`config.mk`:
```
export PLATFORM = sky130hd
export DESIGN_NAME = xml_character_escaper_flat
export DESIGN_NICKNAME = d
export VERILOG_FILES = /design/src/hw/rtl/xce_pkg.sv /design/src/hw/rtl/xce_stream_if.sv /design/src/hw/rtl/xml_character_escaper.sv /design/src/flat_wrapper.sv
export SDC_FILE = /design/constraint.sdc
export NUM_CORES = 1
export LEC_CHECK = 0
export ABC_AREA = 1
export BUFFER_PORTS_ARGS = -buffer_cell sky130_fd_sc_hd__buf_2
export CAP_MARGIN = 20
export CORE_ASPECT_RATIO = 1.4
export CORE_MARGIN = 2
export CORE_UTILIZATION = 55
export CTS_CLUSTER_DIAMETER = 200
export DETAILED_ROUTE_END_ITERATION = 12
export PLACE_DENSITY = 0.9
export SYNTH_ARGS = -nofsm -noshare
export SYNTH_HDL_FRONTEND = slang
export SYNTH_SLANG_ARGS = --single-unit
```
`constraint.sdc`:
```
create_clock -name clk_i -period 4.7 [get_ports clk_i]
set_clock_uncertainty 0.1 [all_clocks]
set_input_delay 0.705 -clock clk_i [delete_from_list [all_inputs] [get_ports clk_i]]
set_output_delay 0.705 -clock clk_i [all_outputs]
set_load 0.01 [all_outputs]
```
`src/hw/rtl/xce_pkg.sv`:
```
package xce_pkg;

  localparam int unsigned CpWidth   = 21;
  localparam int unsigned ModeWidth = 2;
  localparam int unsigned RunWidth  = 2;
  localparam int unsigned IdxWidth  = 3;
  localparam int unsigned AsciiWidth = 7;

  localparam logic [CpWidth-1:0] CH_LT   = CpWidth'('h3C);
  localparam logic [CpWidth-1:0] CH_GT   = CpWidth'('h3E);
  localparam logic [CpWidth-1:0] CH_AMP  = CpWidth'('h26);
  localparam logic [CpWidth-1:0] CH_QUOT = CpWidth'('h22);
  localparam logic [CpWidth-1:0] CH_APOS = CpWidth'('h27);
  localparam logic [CpWidth-1:0] CH_RBRK = CpWidth'('h5D);

  localparam logic [RunWidth-1:0] RunSat = RunWidth'(2);

  typedef enum logic [1:0] {
    MODE_TEXT  = 2'd0,
    MODE_QUOT  = 2'd1,
    MODE_APOS  = 2'd2,
    MODE_SPARE = 2'd3
  } mode_e;

  typedef enum logic [2:0] {
    KIND_PASS,
    KIND_LT,
    KIND_GT,
    KIND_AMP,
    KIND_QUOT,
    KIND_APOS
  } kind_e;

  typedef struct packed {
    logic [CpWidth-1:0]   code_point;
    logic [ModeWidth-1:0] escape_mode;
    logic                 first_of_string;
  } xce_in_t;

  typedef struct packed {
    logic [CpWidth-1:0] out_char;
    logic               last_of_run;
  } xce_out_t;

  // Decides which replacement a character gets. The run argument is the
  // bracket history already cleared for the start of a string.
  function automatic kind_e classify(logic [CpWidth-1:0] cp, logic [ModeWidth-1:0] mode,
                                     logic [RunWidth-1:0] run);
    kind_e kind;
    kind = KIND_PASS;
    if (cp == CH_LT) begin
      kind = KIND_LT;
    end else if (cp == CH_AMP) begin
      kind = KIND_AMP;
    end else if (cp == CH_GT && (mode == MODE_TEXT || mode == MODE_SPARE) && run >= RunSat) begin
      kind = KIND_GT;
    end else if (cp == CH_QUOT && mode == MODE_QUOT) begin
      kind = KIND_QUOT;
    end else if (cp == CH_APOS && mode == MODE_APOS) begin
      kind = KIND_APOS;
    end
    return kind;
  endfunction

  // Number of output characters for a kind, minus one.
  function automatic logic [IdxWidth-1:0] last_idx(kind_e kind);
    logic [IdxWidth-1:0] n;
    case (kind)
      KIND_PASS: n = IdxWidth'(0);
      KIND_LT:   n = IdxWidth'(3);
      KIND_GT:   n = IdxWidth'(3);
      KIND_AMP:  n = IdxWidth'(4);
      KIND_QUOT: n = IdxWidth'(5);
      KIND_APOS: n = IdxWidth'(5);
      default:   n = IdxWidth'(0);
    endcase
    return n;
  endfunction

  // Character at position idx of an entity sequence. Every entity opens
  // with an ampersand and closes with a semicolon.
  function automatic logic [AsciiWidth-1:0] seq_char(kind_e kind, logic [IdxWidth-1:0] idx);
    logic [AsciiWidth-1:0] c;
    c = AsciiWidth'(";");
    case (kind)
      KIND_LT, KIND_GT: begin
        case (idx)
          IdxWidth'(0): c = AsciiWidth'("&");
          IdxWidth'(1): c = (kind == KIND_LT) ? AsciiWidth'("l") : AsciiWidth'("g");
          IdxWidth'(2): c = AsciiWidth'("t");
          default:      c = AsciiWidth'(";");
        endcase
      end
      KIND_AMP: begin
        case (idx)
          IdxWidth'(0): c = AsciiWidth'("&");
          IdxWidth'(1): c = AsciiWidth'("a");
          IdxWidth'(2): c = AsciiWidth'("m");
          IdxWidth'(3): c = AsciiWidth'("p");
          default:      c = AsciiWidth'(";");
        endcase
      end
      KIND_QUOT: begin
        case (idx)
          IdxWidth'(0): c = AsciiWidth'("&");
          IdxWidth'(1): c = AsciiWidth'("q");
          IdxWidth'(2): c = AsciiWidth'("u");
          IdxWidth'(3): c = AsciiWidth'("o");
          IdxWidth'(4): c = AsciiWidth'("t");
          default:      c = AsciiWidth'(";");
        endcase
      end
      KIND_APOS: begin
        case (idx)
          IdxWidth'(0): c = AsciiWidth'("&");
          IdxWidth'(1): c = AsciiWidth'("a");
          IdxWidth'(2): c = AsciiWidth'("p");
          IdxWidth'(3): c = AsciiWidth'("o");
          IdxWidth'(4): c = AsciiWidth'("s");
          default:      c = AsciiWidth'(";");
        endcase
      end
      default: c = AsciiWidth'(";");
    endcase
    return c;
  endfunction

endpackage

```
`src/hw/rtl/xce_stream_if.sv`:
```
interface xce_stream_if #(
  parameter type T = logic
) ();
  logic valid;
  logic ready;
  T     data;

  modport source (output valid, output data, input ready);
  modport sink   (input valid, input data, output ready);
endinterface

```
`src/hw/rtl/xml_character_escaper.sv`:
```
// XML character escaper.
// The in_i channel takes one Unicode code point per transaction, together
// with the escape mode of its string and a flag that marks the first
// character of a string. The out_o channel gives the escaped form of that
// character, one code point per transaction, with last_of_run set on the
// final code point that belongs to one input character.
// An accepted character lands in a holding register, where it is classified;
// its output code points then move into the output register, one per cycle
// while the receiver does not stall. A character that passes through
// unchanged has a single output code point, so plain text streams at one
// character per cycle when the receiver keeps up. An escaped character holds
// the holding register until all of its output code points (4 to 6) move on.
// Reset clears the bracket history and empties both registers.
// When the receiver stalls, the output register holds its transaction and
// the holding register stops draining; the input side keeps taking a new
// character in the cycle in which the last code point of the current one
// moves on, so no bubble appears between input characters.
module xml_character_escaper
  import xce_pkg::*;
(
  input  logic              clk_i,
  input  logic              rst_ni,
  xce_stream_if.sink        in_i,
  xce_stream_if.source      out_o
);

  // Holding register: the character being expanded.
  logic                    busy_q, busy_d;
  kind_e                   kind_q, kind_d;
  logic [CpWidth-1:0]      cp_q, cp_d;
  logic [IdxWidth-1:0]     idx_q, idx_d;

  // Bracket history, saturating count of ']' right before the next character.
  logic [RunWidth-1:0]     run_q, run_d;

  // Output register.
  logic                    out_valid_q, out_valid_d;
  xce_out_t                out_q, out_d;

  logic                    in_acc;
  logic                    out_load;
  logic                    at_last;
  logic [RunWidth-1:0]     run_eff;

  assign at_last  = (idx_q == last_idx(kind_q));
  assign out_load = busy_q && (!out_valid_q || out_o.ready);
  assign in_i.ready = !busy_q || (out_load && at_last);
  assign in_acc   = in_i.valid && in_i.ready;

  // History is taken as cleared for the first character of a string.
  assign run_eff = in_i.data.first_of_string ? '0 : run_q;

  always_comb begin
    busy_d      = busy_q;
    kind_d      = kind_q;
    cp_d        = cp_q;
    idx_d       = idx_q;
    run_d       = run_q;
    out_valid_d = out_valid_q;
    out_d       = out_q;

    if (out_o.ready) begin
      out_valid_d = 1'b0;
    end

    if (out_load) begin
      out_valid_d = 1'b1;
      if (kind_q == KIND_PASS) begin
        out_d.out_char = cp_q;
      end else begin
        out_d.out_char = CpWidth'(seq_char(kind_q, idx_q));
      end
      out_d.last_of_run = at_last;
      if (at_last) begin
        busy_d = 1'b0;
      end else begin
        idx_d = idx_q + IdxWidth'(1);
      end
    end

    if (in_acc) begin
      busy_d = 1'b1;
      idx_d  = '0;
      cp_d   = in_i.data.code_point;
      kind_d = classify(in_i.data.code_point, in_i.data.escape_mode, run_eff);
      if (in_i.data.code_point == CH_RBRK) begin
        run_d = (run_eff >= RunSat) ? RunSat : run_eff + RunWidth'(1);
      end else begin
        run_d = '0;
      end
    end
  end

  always_ff @(posedge clk_i or negedge rst_ni) begin
    if (!rst_ni) begin
      busy_q      <= 1'b0;
      run_q       <= '0;
      out_valid_q <= 1'b0;
    end else begin
      busy_q      <= busy_d;
      run_q       <= run_d;
      out_valid_q <= out_valid_d;
    end
  end

  always_ff @(posedge clk_i) begin
    kind_q <= kind_d;
    cp_q   <= cp_d;
    idx_q  <= idx_d;
    out_q  <= out_d;
  end

  assign out_o.valid = out_valid_q;
  assign out_o.data  = out_q;

  // A character still expanding blocks the input unless its last code point moves on.
  a_hold_blocks: assert property (@(posedge clk_i) disable iff (!rst_ni)
    busy_q && !(out_load && at_last) |-> !in_i.ready)
    else $error("input taken while a character is still expanding");

  // A '<' always turns into the less-than entity.
  a_lt_kind: assert property (@(posedge clk_i) disable iff (!rst_ni)
    in_acc && in_i.data.code_point == CH_LT |=> busy_q && kind_q == KIND_LT)
    else $error("'<' not classified for escaping");

  // A ']' leaves a nonzero bracket history behind.
  a_run_count: assert property (@(posedge clk_i) disable iff (!rst_ni)
    in_acc && in_i.data.code_point == CH_RBRK |=> run_q != '0)
    else $error("bracket history lost after ']'");

  // The sequence index stays inside the current entity.
  a_idx_range: assert property (@(posedge clk_i) disable iff (!rst_ni)
    busy_q |-> idx_q <= last_idx(kind_q))
    else $error("sequence index beyond entity length");

  // A new character is taken while busy only as the previous run's last code point moves on.
  a_last_order: assert property (@(posedge clk_i) disable iff (!rst_ni)
    in_acc && busy_q |-> out_load && at_last)
    else $error("new character accepted before the previous run finished");

endmodule

```
`src/flat_wrapper.sv`:
```
// flat-port wrapper written by rule: the top's interface ports become plain ports
module xml_character_escaper_flat import xce_pkg::*;
  (clk_i, rst_ni, in_i_valid, in_i_data, in_i_ready, out_o_valid, out_o_data, out_o_ready);
  xce_stream_if #(.T(xce_in_t)) in_i_i ();
  xce_stream_if #(.T(xce_out_t)) out_o_i ();
  input  logic clk_i;
  input  logic rst_ni;
  input wire logic [$bits(in_i_i.valid)-1:0] in_i_valid;
  input wire logic [$bits(in_i_i.data)-1:0] in_i_data;
  output wire logic [$bits(in_i_i.ready)-1:0] in_i_ready;
  output wire logic [$bits(out_o_i.valid)-1:0] out_o_valid;
  output wire logic [$bits(out_o_i.data)-1:0] out_o_data;
  input wire logic [$bits(out_o_i.ready)-1:0] out_o_ready;
  assign in_i_i.valid = in_i_valid;
  assign in_i_i.data = in_i_data;
  assign in_i_ready = in_i_i.ready;
  assign out_o_valid = out_o_i.valid;
  assign out_o_data = out_o_i.data;
  assign out_o_i.ready = out_o_ready;
  xml_character_escaper u_core (.clk_i(clk_i), .rst_ni(rst_ni), .in_i(in_i_i), .out_o(out_o_i));
endmodule
```
# Word-level counts from Yosys, hierarchy flattened
# Cells that the tools add are included.
[op_classes]
n_eq_ne = 19
n_mux = 20
n_bitwise = 1
reduce_logical = 24
addsub = 2
n_lt_le_gt_ge = 1
[ops]
columns = ["op", "n"]
rows = [
  ["$eq 21x6->1 const B", 5],
  ["$pmux 7 s5", 2],
  ["$pmux 7 s4", 2],
  ["$eq 21x7->1 const B", 1],
  ["$pmux 7 s3", 1],
  ["$eq 3x2->1 const B", 4],
  ["$mux 2", 5],
  ["$eq 3x3->1 const B", 3],
  ["$pmux 3 s3", 1],
  ["$logic_and 1x1->1", 7],
  ["$mux 7", 1],
  ["$eq 3x1->1 const B", 2],
  ["$logic_not 3->1", 2],
  ["$mux 3", 2],
  ["$reduce_bool 2->1", 3],
  ["$reduce_or 2->1", 3],
  ["$mux 1", 5],
  ["$eq 2x2->1 const B", 2],
  ["$mux 4", 1],
  ["$reduce_and 2->1", 2],
  ["$add 3x1->3 const B", 1],
  ["$eq 3x3->1", 1],
  ["$logic_or 1x1->1", 3],
  ["$reduce_or 3->1", 1],
  ["6 further kinds", 7],
]
[totals]
output_inout_bits = 24
register_bits = 53

# Logic depth before layout (Yosys ltp)
[logic_depth]
word_depth = 9
depth_mapped = 12

# Worst setup path before layout
# No wires, ideal clock.
[synth_path]
path_kind = "input to register"
from = "input port out_o_ready"
to = "register u_core.idx_q[1]"
path_stages = 7
path_slack_ns = 2.131
required_time_ns = 4.491
t_arrival_ns = 2.360
path_buffers = 0
path_cell_list = "inv_1 > a21oi_1 > nand2_2 > nand2_1 > nand2_1 > nand2_1 > inv_1"
[synth_via]
elab_chain_cells = 5
word_cells_on_any_way = 6
cone_classes = "reduce/logical: 6"
[synth_rtl]
columns = ["item", "line_no", "source"]
rows = [
  ["start, declared", "flat_wrapper.sv:13", "input wire logic [$bits(out_o_i.ready)-1:0] out_o_ready;"],
  ["$logic_or 1x1->1 (*)", "xml_character_escaper.sv:46", "assign out_load = busy_q && (!out_valid_q || out_o.ready);"],
  ["$logic_and 1x1->1 (*)", "xml_character_escaper.sv:46", ""],
  ["named net u_core.out_load", "xml_character_escaper.sv:41", "logic out_load;"],
  ["$logic_and 1x1->1", "xml_character_escaper.sv:47", "assign in_i.ready = !busy_q || (out_load && at_last);"],
  ["$logic_or 1x1->1", "xml_character_escaper.sv:47", ""],
  ["$logic_and 1x1->1", "xml_character_escaper.sv:48", "assign in_acc = in_i.valid && in_i.ready;"],
  ["end signal, assigned", "xml_character_escaper.sv:109", "idx_q <= idx_d;"],
  ["end, declared", "xml_character_escaper.sv:31", "logic [IdxWidth-1:0] idx_q, idx_d;"],
]
# The timed path passes the listed nets; every way through them passes the cells marked *.
# A chain may end at the register's enable or synchronous reset.

# Worst setup path after layout
[layout_path]
from = "register u_core.kind_q[2]"
to = "output port in_i_ready"
[layout_via]
elab_chain_cells = 6
word_cells_on_any_way = 11
cone_classes = "eq/ne: 6; mux: 1; reduce/logical: 4"
[layout_rtl]
columns = ["item", "line_no", "source"]
rows = [
  ["start, declared", "xml_character_escaper.sv:29", "kind_e kind_q, kind_d;"],
  ["start signal, assigned", "xml_character_escaper.sv:107", "kind_q <= kind_d;"],
  ["$eq 3x3->1 (tied with other cells)", "xce_pkg.sv:68", "case (kind)"],
  ["$reduce_or 2->1 (no source line)", "n/a", ""],
  ["$pmux 3 s3 (*)", "xce_pkg.sv:68", ""],
  ["$eq 3x3->1 (*)", "xml_character_escaper.sv:45", "assign at_last = (idx_q == last_idx(kind_q));"],
  ["$logic_and 1x1->1 (*)", "xml_character_escaper.sv:47", ""],
  ["$logic_or 1x1->1 (*)", "xml_character_escaper.sv:47", ""],
  ["end, declared", "flat_wrapper.sv:10", "output wire logic [$bits(in_i_i.ready)-1:0] in_i_ready;"],
]
# Mark *: on every way between the ends. The rest lies on a longest branch, timed or not.

==> results by group <==
Floorplan
  • Die Wd: 62.0 um
  • Die Y: 85.1 um
  • Row count: 29
  • Core footprint: between 0.004 and 0.005 mm^2
  • Initial Util: between 50% and 60%
  • Die ar.: 0.00527 mm^2
  • IO Count: 52

STA
  • Max-slew headroom: 67.7%
  • Hold Violations, Final: 0
  • Final setup violation count: 0
  • Unrepaired setup endpoints after global routing: no
  • Worst-Margin Slew: between 0.4 and 0.5 ns
  • Final period util: between 50% and 60%
  • Setup WS post-layout: about 2.2 ns
  • Setup Total Neg Slack: 0 ns
  • Min Tclk post-route: approximately 2.5 ns
  • Fmax: about 400 MHz
  • Hold slack: 0.0822 ns
  • Max-slew violation count: 0

Synth
  • Syn Nets: 298
  • Cell Area, Synth: around 0.0026 mm^2
  • Seq/Total Area, Yosys: 59.6%
  • Synth warn: 0
  • Post-synthesis register bit count: 53
  • Yosys top cell area share: 53.4%
  • Post-Syn Instances: between 200 and 300
  • Mean Syn Cell Area: approximately 9.9 um^2
  • Number of distinct library cells after synthesis: 32
  • Area contributors post-synth: edfxtp_1, nor2_1, nand2_1
  • Synth area leader: edfxtp_1

GRT
  • Largest net degree at the start of global routing: 27
  • Grt ovf: 0
  • Number of global-route vias before repair: between 1500 and 2000
  • First-pass GRT wire length: about 7.9 mm
  • Initial antenna violation count: 0
  • Total track usage: about a fifth

Power and ir drop
  • NetSw: between 500 and 600 uW
  • Leak pwr: between 0.001 and 0.0015 uW
  • Flop pwr share: a little under half
  • Internal: approximately 1000 uW
  • Power share of the clock group: around 16%
  • Switching share of power: about 37%
  • Pwr per Cell Area: 528 mW/mm^2
  • Worst vdd ir: about 440 uV
  • Gate power share: about 38%

Layout
  • Reg area: 0.00154 mm^2
  • Commonest non-fill, non-tap cell in the layout: buf_2
  • Area growth, synth to finish: 16.7%
  • Fillers: approximately 350
  • ANT cells: 0
  • Final nets: approximately 360
  • Most frequent cells in the layout: buf_2, edfxtp_1, nor2_1, nand2_1, inv_1
  • Layout cells sized above 1: a little over a quarter
  • Multi-input gate area: slightly below 900 um^2

Worst setup path
  • Endpoint type of the worst setup path: output pin
  • Crit path arrival time: between 1.5 and 2 ns
  • CP Cell Sequence: inv_2 > nand3_2 > nand3_1 > nand2_2 > nor2_4 > nand3_2 > nand2_4 > buf_2
  • Origin of the critical flop-to-flop path: u_core.kind_q[2]
  • Critical path class: flip-flop to output pin
  • Buf/Inv on CP: 2
  • Crit path to: in_i_ready
  • Delay-heaviest family, CP: simple AND/OR/NAND/NOR gates
  • CP max FO: 5
  • Worst setup path startpoint: u_core.kind_q[2]
  • Cells on worst reg2reg path: 9
  • Most used cell, CP: nand3_2
  • Setup crit start kind: flip-flop
  • Slowest cell on crit path: edfxtp_1
  • RR Endpoint: u_core.cp_q[18]
  • Cell depth of the worst setup path: 8
  • Critical Path Max Stage Delay: 0.49 ns
  • Worst EP required: 3.89 ns
  • Reg2Reg Setup Slack: around 2.5 ns

Drt
  • Final WL: around 4.7 mm
  • Drt wl/cell: 12.3 um
  • DRC: 0
  • Detail Route Antenna Nets: 0
  • Iteration-0 DRC Markers: around 60
  • DR vias: ~1900
  • Vias/cell: roughly 5
  • Drt first pass iters: 4

Flow run
  • Max-cap violations: 0

Placement
  • I/O Buffers: between 50 and 60
  • Setup Slack @ Placement: roughly 2.5 ns
  • DP HPWL: roughly 3.6 mm
  • Routability cong.: around 0.89

Clocking
  • Clock-pin slew on the worst setup and hold paths: roughly 0.10 ns
  • Worst skew pair latency: around 0.30 ns
  • CTS buffer count: 5
  • CTS tree: yes
  • CTS HTree Levels: 2
  • Post-CTS Setup Inserts: 0
  • CTS hold repair buffers: 0
  • Root Driver: clkbuf_8
  • PostCTS Resize Cnt: 0
  • # clock sinks: 53
  • Clk buf depth: 2

Hold path
  • Worst Hold Class: input pin to async pin

Outcome
  • Outcome: complete, no violations
-- registers in the layout, summed over array words and instances (netlist names) --
register,cells
u_core.kind_q,3
u_core.run_q,2
u_core.idx_q,3
u_core.cp_q,21
u_core.out_o.data,22
u_core.busy_q,1
u_core.out_o.valid,1
-- how the worst min path moves through the flow --
stage                               start              end  slack [ns]  cells past startpoint
after CTS                          rst_ni  u_core.run_q[0]        0.08                      1
after global routing               rst_ni  u_core.run_q[0]        0.07                      1
after global placement    u_core.run_q[0]  u_core.run_q[0]        0.35                      2
final                              rst_ni  u_core.run_q[0]        0.08                      1
after floorplan                    rst_ni    u_core.busy_q        0.31                      0
after detailed placement  u_core.run_q[0]  u_core.run_q[0]        0.35                      2
-- cell type report --
type / count / area share [%]
sequential: 53 / 51.1
multi-input combinational: 165 / 29.2
timing repair buffer: 52 / 8.70
inverter: 43 / 5.35
tap: 62 / 2.57
clock buffer: 5 / 2.28
clock inverter: 3 / 0.829
-- cell usage after synthesis --
library cell  instances
a211oi_1              1
a21oi_1               8
a2bb2oi_1             1
a31oi_1               1
and3_1                1
and3b_1               1
buf_2                 1
clkinv_1              1
dfrtp_1               4
dfxtp_1               3
edfxtp_1             46
ha_1                  8
inv_1                36
inv_2                 6
nand2_1              42
nand2_2              10
nand2_4               3
nand3_1              14
nand3_2               3
nand3_4               1
nand4_1               5
nor2_1               44
nor2_2                1
nor2_4                1
nor3_1                5
nor4_1                1
o2111ai_1             2
o211ai_1              1
o21a_1                1
o21ai_0               7
o21ai_1               2
or2_2                 1
-- metal layers --
metal | up-vias | wire length [um] | track usage (%) | share of wire [%]
li1 | 982 | - | - | -
met1 | 854 | 1810 | 22.5 | 39
met2 | 62 | 2480 | 32.8 | 53
met3 | 21 | 171 | 4.42 | 3.6
met4 | 0 | 232 | 13.9 | 4.9
met5 | - | 0 | 0 | 0
-- stage by stage --
| stage | util (%) | std cells | total power (uW) | instance area (um^2) |
|---|---|---|---|---|
| after floorplan | - | 262 | 1160 | 2590 |
| after global placement | 64.5 | 375 | 1330 | 2930 |
| after detailed placement | 64.5 | 375 | 1350 | 2930 |
| after CTS | 66.6 | 383 | 1600 | 3020 |
| after global routing | 66.6 | 383 | 1710 | 3020 |
| final | 66.6 | 383 | 1590 | 3020 |
-- logic make-up (layout without fill, tap and decap cells) --
family,Yosys count,in the layout,synth area share [%]
compound gates,24,24,5.42
flops,53,53,59.6
buf+inv,44,103,6.43
fa+ha+maj,8,8,3.87
simple gates,133,133,24.7
-- power by group through the flow --
stage	clock network [uW]	logic [uW]	registers [uW]
2_1_floorplan	0	379	785
3_3_place_gp	0	588	745
3_5_place_dp	0	598	748
4_1_cts	263	603	736
5_1_grt	280	678	750
6_report	259	598	737
No activity file was read; power rests on OpenSTA's default activity.
